`src/design/ccs_pkg.sv`:
```
// ----------------------------------------------------------------------------
// ccs_pkg
// Shared types and character constants for the comment stripper.
// ----------------------------------------------------------------------------
package ccs_pkg;

    localparam logic [7:0] CH_SLASH     = 8'h2F;
    localparam logic [7:0] CH_STAR      = 8'h2A;
    localparam logic [7:0] CH_BACKSLASH = 8'h5C;
    localparam logic [7:0] CH_DQUOTE    = 8'h22;
    localparam logic [7:0] CH_SQUOTE    = 8'h27;
    localparam logic [7:0] CH_SPACE     = 8'h20;
    localparam logic [7:0] CH_TAB       = 8'h09;
    localparam logic [7:0] CH_CR        = 8'h0D;

    localparam int QUEUE_DEPTH = 4;
    localparam int QUEUE_AW    = $clog2(QUEUE_DEPTH);

    typedef struct packed {
        logic [7:0] out_byte;
        logic       is_line_end;
        logic       block_open;
        logic       last;
    } result_t;

    function automatic logic is_ws(input logic [7:0] b);
        return (b == CH_SPACE) || ((b >= CH_TAB) && (b <= CH_CR));
    endfunction

endpackage

```
`src/design/ccs_core.sv`:
```
// ----------------------------------------------------------------------------
// ccs_core
// Scanner state and per-word update; produces up to two result words.
// ----------------------------------------------------------------------------
module ccs_core (
    input  logic              aclk,
    input  logic              aresetn,
    input  logic              step,
    input  logic [7:0]        ch,
    input  logic              line_end,
    output logic [1:0]        res_count,
    output ccs_pkg::result_t  res0,
    output ccs_pkg::result_t  res1
);
    import ccs_pkg::*;

    typedef struct packed {
        logic in_block;
        logic block_star_seen;
        logic in_string;
        logic in_char_lit;
        logic escape_pending;
        logic slash_held;
        logic in_line_comment;
        logic line_nonempty;
        logic last_was_space;
    } scan_state_t;

    scan_state_t st_reg, st_next;

    logic       e0_valid, e1_valid;
    logic [7:0] e0_byte, e1_byte;
    logic       eol_res;

    always_comb begin
        st_next  = st_reg;
        e0_valid = 1'b0;
        e1_valid = 1'b0;
        e0_byte  = ch;
        e1_byte  = ch;
        eol_res  = 1'b0;
        if (line_end) begin
            if (st_reg.slash_held && !st_reg.in_block) begin
                e0_valid = 1'b1;
                e0_byte  = CH_SLASH;
            end
            eol_res                 = 1'b1;
            st_next                 = '0;
            st_next.in_block        = st_reg.in_block;
        end else if (st_reg.in_block) begin
            if (ch == CH_SLASH && st_reg.block_star_seen) begin
                st_next.in_block        = 1'b0;
                st_next.block_star_seen = 1'b0;
            end else begin
                st_next.block_star_seen = (ch == CH_STAR);
            end
        end else if (st_reg.in_line_comment) begin
            st_next = st_reg;
        end else if (st_reg.in_string || st_reg.in_char_lit) begin
            e0_valid = 1'b1;
            if (st_reg.escape_pending) begin
                st_next.escape_pending = 1'b0;
            end else if (ch == CH_BACKSLASH) begin
                st_next.escape_pending = 1'b1;
            end else if (st_reg.in_string && ch == CH_DQUOTE) begin
                st_next.in_string = 1'b0;
            end else if (st_reg.in_char_lit && ch == CH_SQUOTE) begin
                st_next.in_char_lit = 1'b0;
            end
        end else if (st_reg.slash_held) begin
            st_next.slash_held = 1'b0;
            if (ch == CH_SLASH) begin
                st_next.in_line_comment = 1'b1;
            end else if (ch == CH_STAR) begin
                if (st_reg.line_nonempty && !st_reg.last_was_space) begin
                    e0_valid = 1'b1;
                    e0_byte  = CH_SPACE;
                end
                st_next.in_block        = 1'b1;
                st_next.block_star_seen = 1'b0;
            end else begin
                e0_valid = 1'b1;
                e0_byte  = CH_SLASH;
                e1_valid = 1'b1;
                if (ch == CH_DQUOTE) begin
                    st_next.in_string = 1'b1;
                end else if (ch == CH_SQUOTE) begin
                    st_next.in_char_lit = 1'b1;
                end
            end
        end else begin
            if (ch == CH_SLASH) begin
                st_next.slash_held = 1'b1;
            end else begin
                e0_valid = 1'b1;
                if (ch == CH_DQUOTE) begin
                    st_next.in_string = 1'b1;
                end else if (ch == CH_SQUOTE) begin
                    st_next.in_char_lit = 1'b1;
                end
            end
        end

        // line tracking follows the last byte emitted
        if (!line_end) begin
            if (e1_valid) begin
                st_next.line_nonempty  = 1'b1;
                st_next.last_was_space = is_ws(e1_byte);
            end else if (e0_valid) begin
                st_next.line_nonempty  = 1'b1;
                st_next.last_was_space = is_ws(e0_byte);
            end
        end
    end

    always_comb begin
        res0      = '0;
        res1      = '0;
        res_count = 2'd0;
        if (e0_valid) begin
            res0.out_byte = e0_byte;
            if (e1_valid) begin
                res1.out_byte = e1_byte;
                res1.last     = 1'b1;
                res_count     = 2'd2;
            end else if (eol_res) begin
                res1.is_line_end = 1'b1;
                res1.block_open  = st_reg.in_block;
                res1.last        = 1'b1;
                res_count        = 2'd2;
            end else begin
                res0.last = 1'b1;
                res_count = 2'd1;
            end
        end else if (eol_res) begin
            res0.is_line_end = 1'b1;
            res0.block_open  = st_reg.in_block;
            res0.last        = 1'b1;
            res_count        = 2'd1;
        end
    end

    always_ff @(posedge aclk) begin
        if (!aresetn) begin
            st_reg <= '0;
        end else if (step) begin
            st_reg <= st_next;
        end
    end

endmodule

```
`src/design/ccs_out_queue.sv`:
```
// ----------------------------------------------------------------------------
// ccs_out_queue
// Small result queue; takes up to two words per cycle, hands out one per cycle while m_ready is high.
// ----------------------------------------------------------------------------
module ccs_out_queue (
    input  logic              aclk,
    input  logic              aresetn,
    input  logic [1:0]        push_count,
    input  ccs_pkg::result_t  push0,
    input  ccs_pkg::result_t  push1,
    output logic              room2,
    output logic              m_valid,
    input  logic              m_ready,
    output ccs_pkg::result_t  m_word
);
    import ccs_pkg::*;

    result_t              mem_reg [QUEUE_DEPTH];
    logic [QUEUE_AW-1:0]  wr_ptr_reg, rd_ptr_reg;
    logic [QUEUE_AW:0]    count_reg, count_next;
    logic                 pop;
    logic [QUEUE_AW-1:0]  wr_ptr_p1;

    assign pop       = m_valid && m_ready;
    assign m_valid   = (count_reg != '0);
    assign m_word    = mem_reg[rd_ptr_reg];
    assign room2     = (count_reg <= (QUEUE_AW+1)'(QUEUE_DEPTH - 2));
    assign wr_ptr_p1 = wr_ptr_reg + QUEUE_AW'(1);

    always_comb begin
        count_next = count_reg + (QUEUE_AW+1)'(push_count) - (QUEUE_AW+1)'(pop);
    end

    always_ff @(posedge aclk) begin
        if (push_count != 2'd0) begin
            mem_reg[wr_ptr_reg] <= push0;
        end
        if (push_count == 2'd2) begin
            mem_reg[wr_ptr_p1] <= push1;
        end
    end

    always_ff @(posedge aclk) begin
        if (!aresetn) begin
            wr_ptr_reg <= '0;
            rd_ptr_reg <= '0;
            count_reg  <= '0;
        end else begin
            wr_ptr_reg <= wr_ptr_reg + QUEUE_AW'(push_count);
            if (pop) begin
                rd_ptr_reg <= rd_ptr_reg + QUEUE_AW'(1);
            end
            count_reg <= count_next;
        end
    end

endmodule

```
`src/design/c_comment_stripper.sv`:
```
// the results of an accepted word are written into the result queue and offered from there
// throughput: one word per cycle while s_ready is high; a word that gives two results (flushed
//   slash) pushes both at once into a four-entry result queue
// s_ready is high while the queue has room for two results
// reset: synchronous active-low aresetn clears scanner state and empties the queue
// ----------------------------------------------------------------------------
// c_comment_stripper
// Removes C line and block comments from a byte stream, keeping literals.
// ----------------------------------------------------------------------------
module c_comment_stripper (
    input  logic       aclk,
    input  logic       aresetn,
    input  logic       s_valid,
    output logic       s_ready,
    input  logic [7:0] s_ch,
    input  logic       s_line_end,
    output logic       m_valid,
    input  logic       m_ready,
    output logic [7:0] m_out_byte,
    output logic       m_is_line_end,
    output logic       m_block_open,
    output logic       m_last
);
    import ccs_pkg::*;

    logic       step;
    logic [1:0] res_count, push_count;
    result_t    res0, res1, m_word;

    assign step       = s_valid && s_ready;
    assign push_count = step ? res_count : 2'd0;

    ccs_core u_core (
        .aclk      (aclk),
        .aresetn   (aresetn),
        .step      (step),
        .ch        (s_ch),
        .line_end  (s_line_end),
        .res_count (res_count),
        .res0      (res0),
        .res1      (res1)
    );

    ccs_out_queue u_queue (
        .aclk       (aclk),
        .aresetn    (aresetn),
        .push_count (push_count),
        .push0      (res0),
        .push1      (res1),
        .room2      (s_ready),
        .m_valid    (m_valid),
        .m_ready    (m_ready),
        .m_word     (m_word)
    );

    assign m_out_byte    = m_word.out_byte;
    assign m_is_line_end = m_word.is_line_end;
    assign m_block_open  = m_word.block_open;
    assign m_last        = m_word.last;

endmodule

```
`config.mk`:
```
export PLATFORM = sky130hd
export DESIGN_NAME = c_comment_stripper
export DESIGN_NICKNAME = d
export VERILOG_FILES = /design/src/design/ccs_pkg.sv /design/src/design/ccs_core.sv /design/src/design/ccs_out_queue.sv /design/src/design/c_comment_stripper.sv
export SDC_FILE = /design/constraint.sdc
export NUM_CORES = 1
export LEC_CHECK = 0
export ABC_AREA = 1
export BUFFER_PORTS_ARGS = -buffer_cell sky130_fd_sc_hd__buf_4
export CORE_MARGIN = 3
export CORE_UTILIZATION = 30
export DETAILED_ROUTE_END_ITERATION = 7
export PLACE_DENSITY = 0.53
export SYNTH_ARGS = -nofsm -noshare
export SYNTH_HDL_FRONTEND = slang
export SYNTH_SLANG_ARGS = --single-unit
```
`constraint.sdc`:
```
create_clock -name aclk -period 2.5 [get_ports aclk]
set_input_delay 0.25 -clock aclk [delete_from_list [all_inputs] [get_ports aclk]]
set_output_delay 0.25 -clock aclk [all_outputs]
set_load 0.05 [all_outputs]
```
# Yosys cells after proc, flatten, opt, wreduce, memory -nomap -nowiden

Memory sizes are Yosys's and may differ from the RTL's. A register that Yosys moved wholly into a read port is not among the register bits.
Cells that the tools add are included.
W data, S select, Z words.

Add/subtract/negate cells: 5
Order comparisons: 5
Equality and inequality tests: 21
Muxes and demuxes: 80
Bitwise logic cells: 1
Reductions and logical operators: 26

Operators by type and width:

| kind                  | number |
|---|---|
| $mux W8               | 12 |
| $eq A8 B6 Y1 const B  | 6 |
| $mux W2               | 22 |
| $mux W1               | 41 |
| $ge A8 B4 Y1 const B  | 2 |
| $le A8 B4 Y1 const B  | 2 |
| $ne A3 B3 Y1 const B  | 5 |
| $mux W7               | 2 |
| $ne A3 B2 Y1 const B  | 4 |
| $mux W11              | 1 |
| $logic_and A1 B1 Y1   | 9 |
| $reduce_and A9 Y1     | 1 |
| $reduce_bool A3 Y1    | 3 |
| $eq A8 B7 Y1 const B  | 1 |
| $reduce_and A4 Y1     | 2 |
| $reduce_and A8 Y1     | 1 |
| $ne A2 B2 Y1 const B  | 3 |
| $reduce_and A6 Y1     | 1 |
| $add A2 B1 Y2 const B | 2 |
| $mux W4               | 1 |
| $ne A4 B4 Y1 const B  | 1 |
| $reduce_and A2 Y1     | 2 |
| $reduce_bool A2 Y1    | 2 |
| $add A3 B2 Y3         | 1 |
| other kinds (8)       | 11 |

Register bits: 16
Memory bits (writable): 44
Output and inout port bits: 13
Memories: 1

Memory list:

| memory          | words | width | rd ports | clocked after Yosys merged registers in | wr ports | RTL line            | RTL |
|---|---|---|---|---|---|---|---|
| u_queue.mem_reg | 4     | 11    | 1        | 1                                       | 2        | ccs_out_queue.sv:18 | `result_t mem_reg [QUEUE_DEPTH];` |

# Depth between registers and ports, before layout

Gate-level depths: netlist of run 1.

Word-level depth: 16
Mapped depth: 16

# By module

A second synthesis of run 1 with hierarchy kept.

Cell total of the unflattened synthesis: 493
Area total of the unflattened synthesis: 3,918.8 µm²

Modules (own cells, without submodules):

| module             | instances | cells an instance | area each (µm²) |
|---|---|---|---|
| ccs_out_queue      | 1         | 280               | 2,701.3 |
| ccs_core           | 1         | 207               | 1,194.9 |
| c_comment_stripper | 1         | 6                 | 22.5 |

# Worst setup path after synthesis of run 1

No wires, ideal clock.

Path kind: register -> register
Start point: register u_queue.count_reg[1]
End point: register u_queue.count_reg[2]
Data arrival time: 2,837 ps
Path slack: -453 ps
Cell stages (with the launch flop): 10
Buffers on the path: 0
Clock period less this slack: 2,953 ps
Path through: dfxtp_1 > a21oi_1 > nand2_1 > inv_1 > nand3_2 > ha_1 > fa_1 > xor2_1 > inv_1 > nor2_1

Cells in the longest elaborated chain, start to end: 5
Elaborated cells between the ends (all ways): 7
Those cells by class: add/sub: 2; order compare: 1; mux: 1; reduce/logical: 3

Ends and longest elaborated chain:

| item                     | RTL line                 | RTL |
|---|---|---|
| start: declaration       | ccs_out_queue.sv:20      | `logic [QUEUE_AW:0] count_reg, count_next;` |
| start signal: assignment | ccs_out_queue.sv:53      | `count_reg <= count_next;` |
| $le A3 B2 Y1             | ccs_out_queue.sv:27      | `assign room2 = (count_reg <= (QUEUE_AW+1)'(QUEUE_DEPTH - 2));` |
| via s_ready              | c_comment_stripper.sv:14 | `output logic s_ready,` |
| $logic_and A1 B1 Y1      | c_comment_stripper.sv:30 | `assign step = s_valid && s_ready;` |
| $mux W2                  | c_comment_stripper.sv:31 | `assign push_count = step ? res_count : 2'd0;` |
| $add A3 B2 Y3            | ccs_out_queue.sv:31      | `count_next = count_reg + (QUEUE_AW+1)'(push_count) - (QUEUE_AW+1)'(pop);` |
| $sub A3 B1 Y3            | ccs_out_queue.sv:31      |  |

The timed path passes the listed nets, and every way through them passes these cells.
A chain may end at the register's enable or synchronous reset.

# Final worst setup path of run 1

Start point: register u_core.st_reg[8] in the netlist's numbering
End point: register u_queue.count_reg[2]

Cells in the longest elaborated chain, start to end: 8
Elaborated cells between the ends (all ways): 12
Those cells by class: add/sub: 2; mux: 8; reduce/logical: 2

Ends and longest elaborated chain:

| item                     | RTL line                 | RTL |
|---|---|---|
| start: declaration       | ccs_core.sv:29           | `scan_state_t st_reg, st_next;` |
| start signal: assignment | ccs_core.sv:147          | `st_reg <= st_next;` |
| $logic_not A1 Y1         | ccs_core.sv:43           | `if (st_reg.slash_held && !st_reg.in_block) begin` |
| $logic_and A1 B1 Y1      | ccs_core.sv:43           |  |
| $mux W1                  | ccs_core.sv:43           |  |
| $mux W1                  | ccs_core.sv:42           | `if (line_end) begin` |
| $mux W2 (*)              | ccs_core.sv:120          | `if (e0_valid) begin` |
| $mux W2 (*)              | c_comment_stripper.sv:31 |  |
| $add A3 B2 Y3 (*)        | ccs_out_queue.sv:31      |  |
| $sub A3 B1 Y3 (*)        | ccs_out_queue.sv:31      |  |

Every way passes the cells marked *; elsewhere a longest branch is shown, timed or not.

==> impl_metrics.tcl, run 1 <==
set metrics [dict create \
    num_vias 2965 \
    preCtsSetupSlack_ns 0.0676 \
    clock_sinks 62 \
    ant_nets 0 \
    die_w_um 114 \
    drtIter0Drc 200 \
    gp_congestion 0.887 \
    critPathCapture "u_queue.count_reg[2]" \
    worstPathRequired_ns 2.72 \
    avgSynthCellArea_sq_um 7.89 \
    synth_seq_cells 62 \
    fin_crit_sh_pct 89.5 \
    first_pass_iters 4 \
    regToRegSetupSlack_ns 0.26 \
    synth_cell_types 31 \
    ys_seq_area_share_pct 48.4 \
    cts-buffers-inserted 9 \
    dp_cells 609 \
    max_freq_mhz 447 \
    p_leak_uw 0.00180 \
    start_util_pct 31.3 \
    die_y_um 114 \
    async_reset_ff_share_pct 0 \
    cts_hold_buf 0 \
    io_pins 26 \
    rows 38 \
    status "finished clean" \
    placedInstanceArea_sq_um 3900 \
    drive_above_1_share_pct 15.7 \
    synthFlopType "edfxtp_1" \
    fin_cells 625 \
    synth.area.top_cells "edfxtp_1, dfxtp_1, nand2_1, nor2_1, o21ai_0" \
    crit_type "reg2reg" \
    yosys.area.top_type "edfxtp_1" \
    design_area_sq_um 4220 \
    drc 0 \
    hp-class "in2reg" \
    vias_per_cell 4.74 \
    flow.area_growth_from_synthesis_pct 21.5 \
    worst_r2r_startpoint "u_core.st_reg[8]" \
    fill_cells 1154 \
    grt_max_degree 23 \
    wire_per_inst_um 14.2 \
    antenna_cells 0 \
    clock_latency_ns 0.32 \
    cts_resized 0 \
    post_cts.repair.setup_buffers 0 \
    synth_common_cells "nand2_1, nor2_1, o21ai_0" \
    grt_pass1_wl_mm 15.3 \
    utilization_pct 38.1 \
    setup_viol 0 \
    min_from "aresetn" \
    antenna_found_initial 0 \
    fp.coreArea_sq_um 11100 \
    overflow 0 \
    reg2regPathDepth 14 \
    cts_tree "done" \
    rr_endpoint "u_queue.count_reg[2]" \
    critPathLaunchType "flop" \
    maxSlewViolCount 0 \
    fin_crit_ns 2.24 \
    worst_pin_slew_ns 0.633 \
    synth_cells 440 \
    rsz0062_at_grt "false" \
    grt_use_total_pct 15.0 \
    first_global_vias 3054 \
    finalClockSkew_ns 0.00506 \
    powerDensity_nw_per_um2 1020 \
    htreeDepth 3 \
    syn_nets 458 \
    irDropWorstVdd_mv 0.471 \
    cts.clk_slew.worst_paths_ns 0.06 \
    worst-endpoint-arrival_ns 2.45 \
    relSlewSlack_pct 57.7 \
    critPathLaunch "u_core.st_reg[8]" \
    die_area_sq_um 12900 \
    drv_cap 0 \
    yosysMostFrequentCell "nand2_1" \
    root_buffer "clkbuf_16" \
    hold_violations 0 \
    clock_path_buffers 2 \
    io_buffers 25 \
    ys_warn_count 0 \
    syn_area_sq_um 3470 \
    crit_fanout 7 \
    final_nets 498 \
    setup_ws_ns 0.263 \
    wirelength_mm 8.85 \
    setup_tns_ns 0 \
    synth_top_area_share_pct 38.1 \
    synth-edff-count 44 \
    worstSetupEndpointType "flop" \
    dp_hpwl_mm 6.49 \
    largest_register_ffs 44 \
]
logic make-up after synthesis:
| family | synth area share (%) |
|---|---|
| adders and majority gates | 2.02 |
| AOI/OAI and AO/OA | 13.9 |
| and+or+nand+nor | 26.8 |
| xor gates and xnor gates | 1.01 |
| buffers and inverters | 7.86 |
| DFF | 48.4 |
stage by stage:
stage / power (uW) / hold WS, ns
global placement: 3000 / 0.442
detailed placement: 3020 / 0.444
global route: 4600 / 0.233
CTS: 4360 / 0.209
floorplan: 2530 / 0.409
finish: 4310 / 0.202
worst max-delay path, cell delays in order (launching register included):
cell and delay (ns):
dfxtp_1 0.44, nor2_1 0.08, nand3_1 0.14, inv_1 0.07, nand3_1 0.13, nand2_2 0.09, o21ai_1 0.19, nand2_1 0.10
inv_1 0.09, ha_1 0.14, inv_1 0.04, fa_1 0.37, xor2_1 0.17, inv_1 0.06, nor2_1 0.03
per-layer routing:
layer  wire length (um)  GRT usage, %  part of all wire (%)  up-vias
li1                   -             -                     -     1550
met1               4100          19.1                    46     1349
met2               4260          25.3                    48       59
met3                382          3.02                   4.3        7
met4                104          5.53                   1.2        0
met5                  0             0                     0        -
area by class of cell:
cell class	count	area [sq um]	area share (%)
Sequential cell	62	1680	39.9
Inverter	48	180	4.27
Clock buffer	9	225	5.34
Multi-Input combinational cell	315	1530	36.3
Timing Repair Buffer	44	330	7.83
Clock inverter	7	96.3	2.28
Tap cell	140	175	4.15
layout by cell type, fill, tap and decap left out, drive strengths merged:
cell type and n:
ha 4, or3 1, bufinv 2, nand4 10, nor3 3, clkbuf 9
nand3 15, o221ai 1, or2 3, fa 1, a21oi 18, xnor2 1
edfxtp 44, clkinvlp 2, inv 49, o21ai 61, buf 44, nor4 3
xor2 3, nand2 91, dfxtp 18, nor2 88, clkinv 2, a41oi 1
o22ai 11
worst min-delay path by stage:
stage / endpoint / slack, ns / depth (start not counted)
after floorplan: u_queue.count_reg[1] / 0.41 / 2
after global placement: u_core.st_reg[7] / 0.44 / 2
after detailed placement: u_core.st_reg[7] / 0.44 / 2
after CTS: u_queue.wr_ptr_reg[0] / 0.21 / 3
after global routing: u_queue.wr_ptr_reg[0] / 0.23 / 3
final: u_queue.wr_ptr_reg[0] / 0.20 / 3
power by group:
group          leakage, uW  switching (uW)  total (uW)  internal, uW
Clock             0.000150             459        1330           873
Sequential        0.000556            86.1        1400          1310
Combinational      0.00110            1090        1580           487
Total              0.00180            1640        4310          2670
No activity file was read; power rests on OpenSTA's default activity.
==> run 2, diff against run 1 <==
==> constraint.sdc (replaced) <==
create_clock -name aclk -period 2.5 [get_ports aclk]
set_input_delay 0.375 -clock aclk [delete_from_list [all_inputs] [get_ports aclk]]
set_output_delay 0.375 -clock aclk [all_outputs]
set_load 0.05 [all_outputs]
==> impl_metrics.tcl, run 2 (same netlist as run 1, synthesis figures left out) <==
set metrics [dict create \
    drv_cap 0 \
    max_freq_mhz 451 \
    ant_nets 0 \
    start_util_pct 31.3 \
    rows 38 \
    final_cell_mix "nand2_1, nor2_1, o21ai_0" \
    post_cts.repair.setup_buffers 0 \
    worstSetupEndpointType "primary output" \
    cts_tree "done" \
    die_area_sq_um 12900 \
    final_nets 504 \
    irDropWorstVdd_mv 0.624 \
    grt_max_degree 23 \
    powerDensity_nw_per_um2 1040 \
    antenna_found_initial 0 \
    first_global_vias 3072 \
    fp.coreArea_sq_um 11100 \
    die_y_um 114 \
    crit_fanout 22 \
    hp-class "in2reg" \
    final_common_cell "nand2_1" \
    root_buffer "clkbuf_16" \
    dp_hpwl_mm 6.62 \
    design_area_sq_um 4300 \
    fin_crit_ns 2.22 \
    rsz0062_at_grt "false" \
    grt_pass1_wl_mm 15.4 \
    hold_violations 0 \
    cts.clk_slew.worst_paths_ns 0.05 \
    die_w_um 114 \
    htreeDepth 3 \
    first_pass_iters 4 \
    antenna_cells 0 \
    overflow 0 \
    wire_per_inst_um 14.6 \
    drive_above_1_share_pct 17.1 \
    wirelength_mm 9.24 \
    p_leak_uw 0.00185 \
    io_buffers 25 \
    status "finished clean" \
    whs_ns 0.317 \
    vias_per_cell 4.84 \
    cts-buffers-inserted 9 \
    critPathLaunchType "flop" \
    relSlewSlack_pct 52.3 \
    maxSlewViolCount 0 \
    io_pins 26 \
    utilization_pct 38.8 \
    drc 0 \
    gp_congestion 0.901 \
    grt_use_total_pct 15.2 \
    flow.area_growth_from_synthesis_pct 23.9 \
    crit_type "reg2out" \
    clock_latency_ns 0.34 \
    worst_pin_slew_ns 0.714 \
    num_vias 3052 \
    worst-endpoint-arrival_ns 1.84 \
    finalClockSkew_ns 0.00920 \
    clock_sinks 62 \
    drtIter0Drc 148 \
    largest_register_ffs 44 \
    setup_viol 0 \
    clock_path_buffers 2 \
    worstPathRequired_ns 2.12 \
    setup_tns_ns 0 \
    placedInstanceArea_sq_um 3950 \
    fin_crit_sh_pct 88.6 \
]
[run 2: changes by cell type in the layout (fill, tap and decap cells not counted), sizes merged]
cell	change
buf	+6
bufinv	+1
clkinvlp	-1
[run 2: path summary, 6_finish.rpt]
kind         depth (start not counted)                    end              from  slack [ns]
min reg2reg                          2       u_core.st_reg[7]  u_core.st_reg[7]        0.46
max reg2reg                         11   u_queue.count_reg[2]  u_core.st_reg[6]        0.29
max                                  4          m_out_byte[2]              flop        0.28
min                                  3  u_queue.wr_ptr_reg[0]           aresetn        0.32
[run 2: where the power goes]
part | internal [uW] | switching, uW | leakage, uW
clock network | 977 | 484 | 0.000166
registers | 1310 | 86.0 | 0.000557
logic | 509 | 1110 | 0.00113
[run 2: metal layers]
| metal | up-vias | GRT usage, % | share of wire [%] |
|---|---|---|---|
| li1 | 1560 | - | - |
| met5 | - | 0 | 0 |
| met4 | 0 | 5.93 | 2.1 |
| met2 | 79 | 24.7 | 46 |
| met1 | 1395 | 19.2 | 46 |
| met3 | 18 | 4.30 | 5.5 |
[run 2: critical path: stages (launching register included)]
cell	delay, ns
dfxtp_1	0.33
inv_1	0.53
o21ai_0	0.16
o22ai_1	0.23
buf_4	0.25
[run 2: through the flow]
stage	worst slack, ns	power, uW	instances
2_1_floorplan	0.0847	2530	440
3_3_place_gp	0.0741	3020	615
3_5_place_dp	0.0345	3040	615
4_1_cts	0.277	4500	631
5_1_grt	0.000422	4730	631
6_report	0.285	4470	631
[run 2: area by class of cell]
type	instances	area [sq um]
fillers	1126	6780
flip-flops and latches	62	1680
multi-input cells	315	1530
repair buffers	50	388
clock buffers	9	225
inverters	48	180
well taps	140	175
clock inverters	7	120
[run 2: timing repair]
action                                  4_1_cts  5_1_grt
resized for setup                             0        1
endpoints found under the setup margin        0        1
hold buffers                                  0        0
==> run 3, diff against run 2 <==
--- a/config.mk
+++ b/config.mk
@@ -8,9 +8,9 @@
 export ABC_AREA = 1
 export BUFFER_PORTS_ARGS = -buffer_cell sky130_fd_sc_hd__buf_4
 export CORE_MARGIN = 3
-export CORE_UTILIZATION = 30
+export CORE_UTILIZATION = 35
 export DETAILED_ROUTE_END_ITERATION = 7
-export PLACE_DENSITY = 0.53
+export PLACE_DENSITY = 0.58
 export SYNTH_ARGS = -nofsm -noshare
 export SYNTH_HDL_FRONTEND = slang
 export SYNTH_SLANG_ARGS = --single-unit
==> impl_metrics.tcl, run 3 (same netlist as run 1, synthesis figures left out) <==
set metrics [dict create \
    p_seq_share_pct 34.6 \
    met1_usage_pct 22.7 \
    whs_endpoint "u_queue.wr_ptr_reg[0]" \
    vias_per_cell 5.03 \
    cts_resized 0 \
    worst_pin_slew_ns 0.671 \
    hold_violations 0 \
    overflow 0 \
    worstPathCellList "nor2_1, nand3_1, inv_1, nand3_1, nand2_2, o21ai_1, nand2_1, inv_1, ha_1, inv_1, fa_1, xor2_1, inv_1, nor2_1" \
    dp_hpwl_mm 6.62 \
    io_buffers 25 \
    rr_endpoint "u_queue.count_reg[2]" \
    num_vias 3129 \
    cts_tree "done" \
    wirelength_mm 9.08 \
    first_pass_iters 4 \
    cpPeakStageDelay_ns 0.45 \
    clock_latency_ns 0.34 \
    preCtsSetupSlack_ns 0.0208 \
    post_cts.repair.setup_buffers 0 \
    antenna_found_initial 0 \
    max_freq_mhz 453 \
    die_w_um 106 \
    die_area_sq_um 11200 \
    reg2regPathDepth 14 \
    fin_crit_sh_pct 88.3 \
    drtIter0Drc 184 \
    setup_ws_ns 0.293 \
    worstPathRequired_ns 2.74 \
    drc 0 \
    ant_nets 0 \
    irDropWorstVdd_mv 0.433 \
    fin_crit_ns 2.21 \
    crit_cells 14 \
    io_pins 26 \
    die_y_um 106 \
    setup_tns_ns 0 \
    first_global_vias 3038 \
    min_path_cells 3 \
    path_buf_inv 4 \
    worst_r2r_startpoint "u_core.st_reg[8]" \
    whs_ns 0.325 \
    maxSlewViolCount 0 \
    fp.coreArea_sq_um 9460 \
    use_met2_pct 27.3 \
    final_common_cell "nand2_1" \
    critPathLaunchType "flop" \
    crit_type "reg2reg" \
    cts_hold_buf 0 \
    flow.area_growth_from_synthesis_pct 21.3 \
    cts-buffers-inserted 9 \
    wire_per_inst_um 14.6 \
    final_nets 506 \
    hp-class "in2reg" \
    clock_sinks 62 \
    grt_pass1_wl_mm 15.1 \
    regToRegSetupSlack_ns 0.29 \
    largest_register_ffs 44 \
    setup_viol 0 \
    cp_slowest_cell "dfxtp_1" \
    htreeDepth 3 \
    status "finished clean" \
    p_int_uw 2410 \
    gp_congestion 0.965 \
    grt_max_degree 23 \
    grt_use_total_pct 17.2 \
    worst-endpoint-arrival_ns 2.44 \
    p_sw_uw 1630 \
    crit_fanout 5 \
    crit_path_frequent_cell "inv_1" \
    final_cell_mix "nand2_1, nor2_1, o21ai_0" \
    worstSetupEndpointType "flop" \
    swShare_pct 40.4 \
    powerDensity_nw_per_um2 958 \
    p_leak_uw 0.00181 \
    antenna_cells 0 \
    grtUsageMet3_pct 4.35 \
    relSlewSlack_pct 55.2 \
    grt-busiest-layer "met2" \
    rsz0062_at_grt "false" \
    clockPowerShare_pct 24.6 \
    drv_cap 0 \
    crit_family "simple AND/OR/NAND/NOR gates" \
    min_from "aresetn" \
    rows 35 \
    start_util_pct 36.7 \
    clock_path_buffers 2 \
    drive_above_1_share_pct 17.0 \
    finalClockSkew_ns 0.0128 \
    cts.clk_slew.worst_paths_ns 0.08 \
    root_buffer "clkbuf_8" \
    pwr-share-comb_pct 40.8 \
]
## run 3: cell type report
cell class / count / area (sq um)
inverter: 48 / 180
sequential: 62 / 1680
timing repair buffer: 52 / 440
clock inverter: 7 / 96.3
fill: 989 / 5250
clock buffer: 9 / 124
tap: 129 / 161
multi-input combinational: 315 / 1530
## run 3: stage by stage
stage          power [uW]  utilization, %  cell area (sq um)  cells
2_1_floorplan        2530               -               3480    440
3_3_place_gp         3060            42.2               3990    606
3_5_place_dp         3080            42.2               3990    606
4_1_cts              4070            44.5               4210    622
5_1_grt              4290            44.5               4210    622
6_report             4040            44.5               4210    622
## run 3: layer usage
| layer | wire (um) | vias to the layer above |
|---|---|---|
| met3 | 506 | 19 |
| met2 | 4200 | 99 |
| li1 | - | 1568 |
| met4 | 218 | 0 |
| met1 | 4150 | 1443 |
| met5 | 0 | - |
## run 3: power groups by stage
stage / logic (uW) / clock network [uW] / registers, uW
after floorplan: 1140 / 0 / 1400
after global placement: 1650 / 0 / 1410
after detailed placement: 1660 / 0 / 1420
after CTS: 1660 / 1020 / 1390
after global routing: 1810 / 1070 / 1410
final: 1650 / 992 / 1390
## run 3: worst max path at each step
| stage | startpoint | end | slack, ns |
|---|---|---|---|
| after floorplan | s_ch[3] | u_queue.count_reg[2] | 0.08 |
| after global placement | s_ch[6] | u_queue.count_reg[2] | 0.07 |
| after detailed placement | s_ch[6] | u_queue.count_reg[2] | 0.02 |
| after CTS | u_core.st_reg[8] | u_queue.count_reg[2] | 0.28 |
| after global routing | u_core.st_reg[8] | u_queue.count_reg[2] | 0.08 |
| final | u_core.st_reg[8] | u_queue.count_reg[2] | 0.29 |
## run 3: worst min-delay path: stages
cell and delay, ns:
buf_4 0.16, nand2_1 0.07, inv_1 0.04
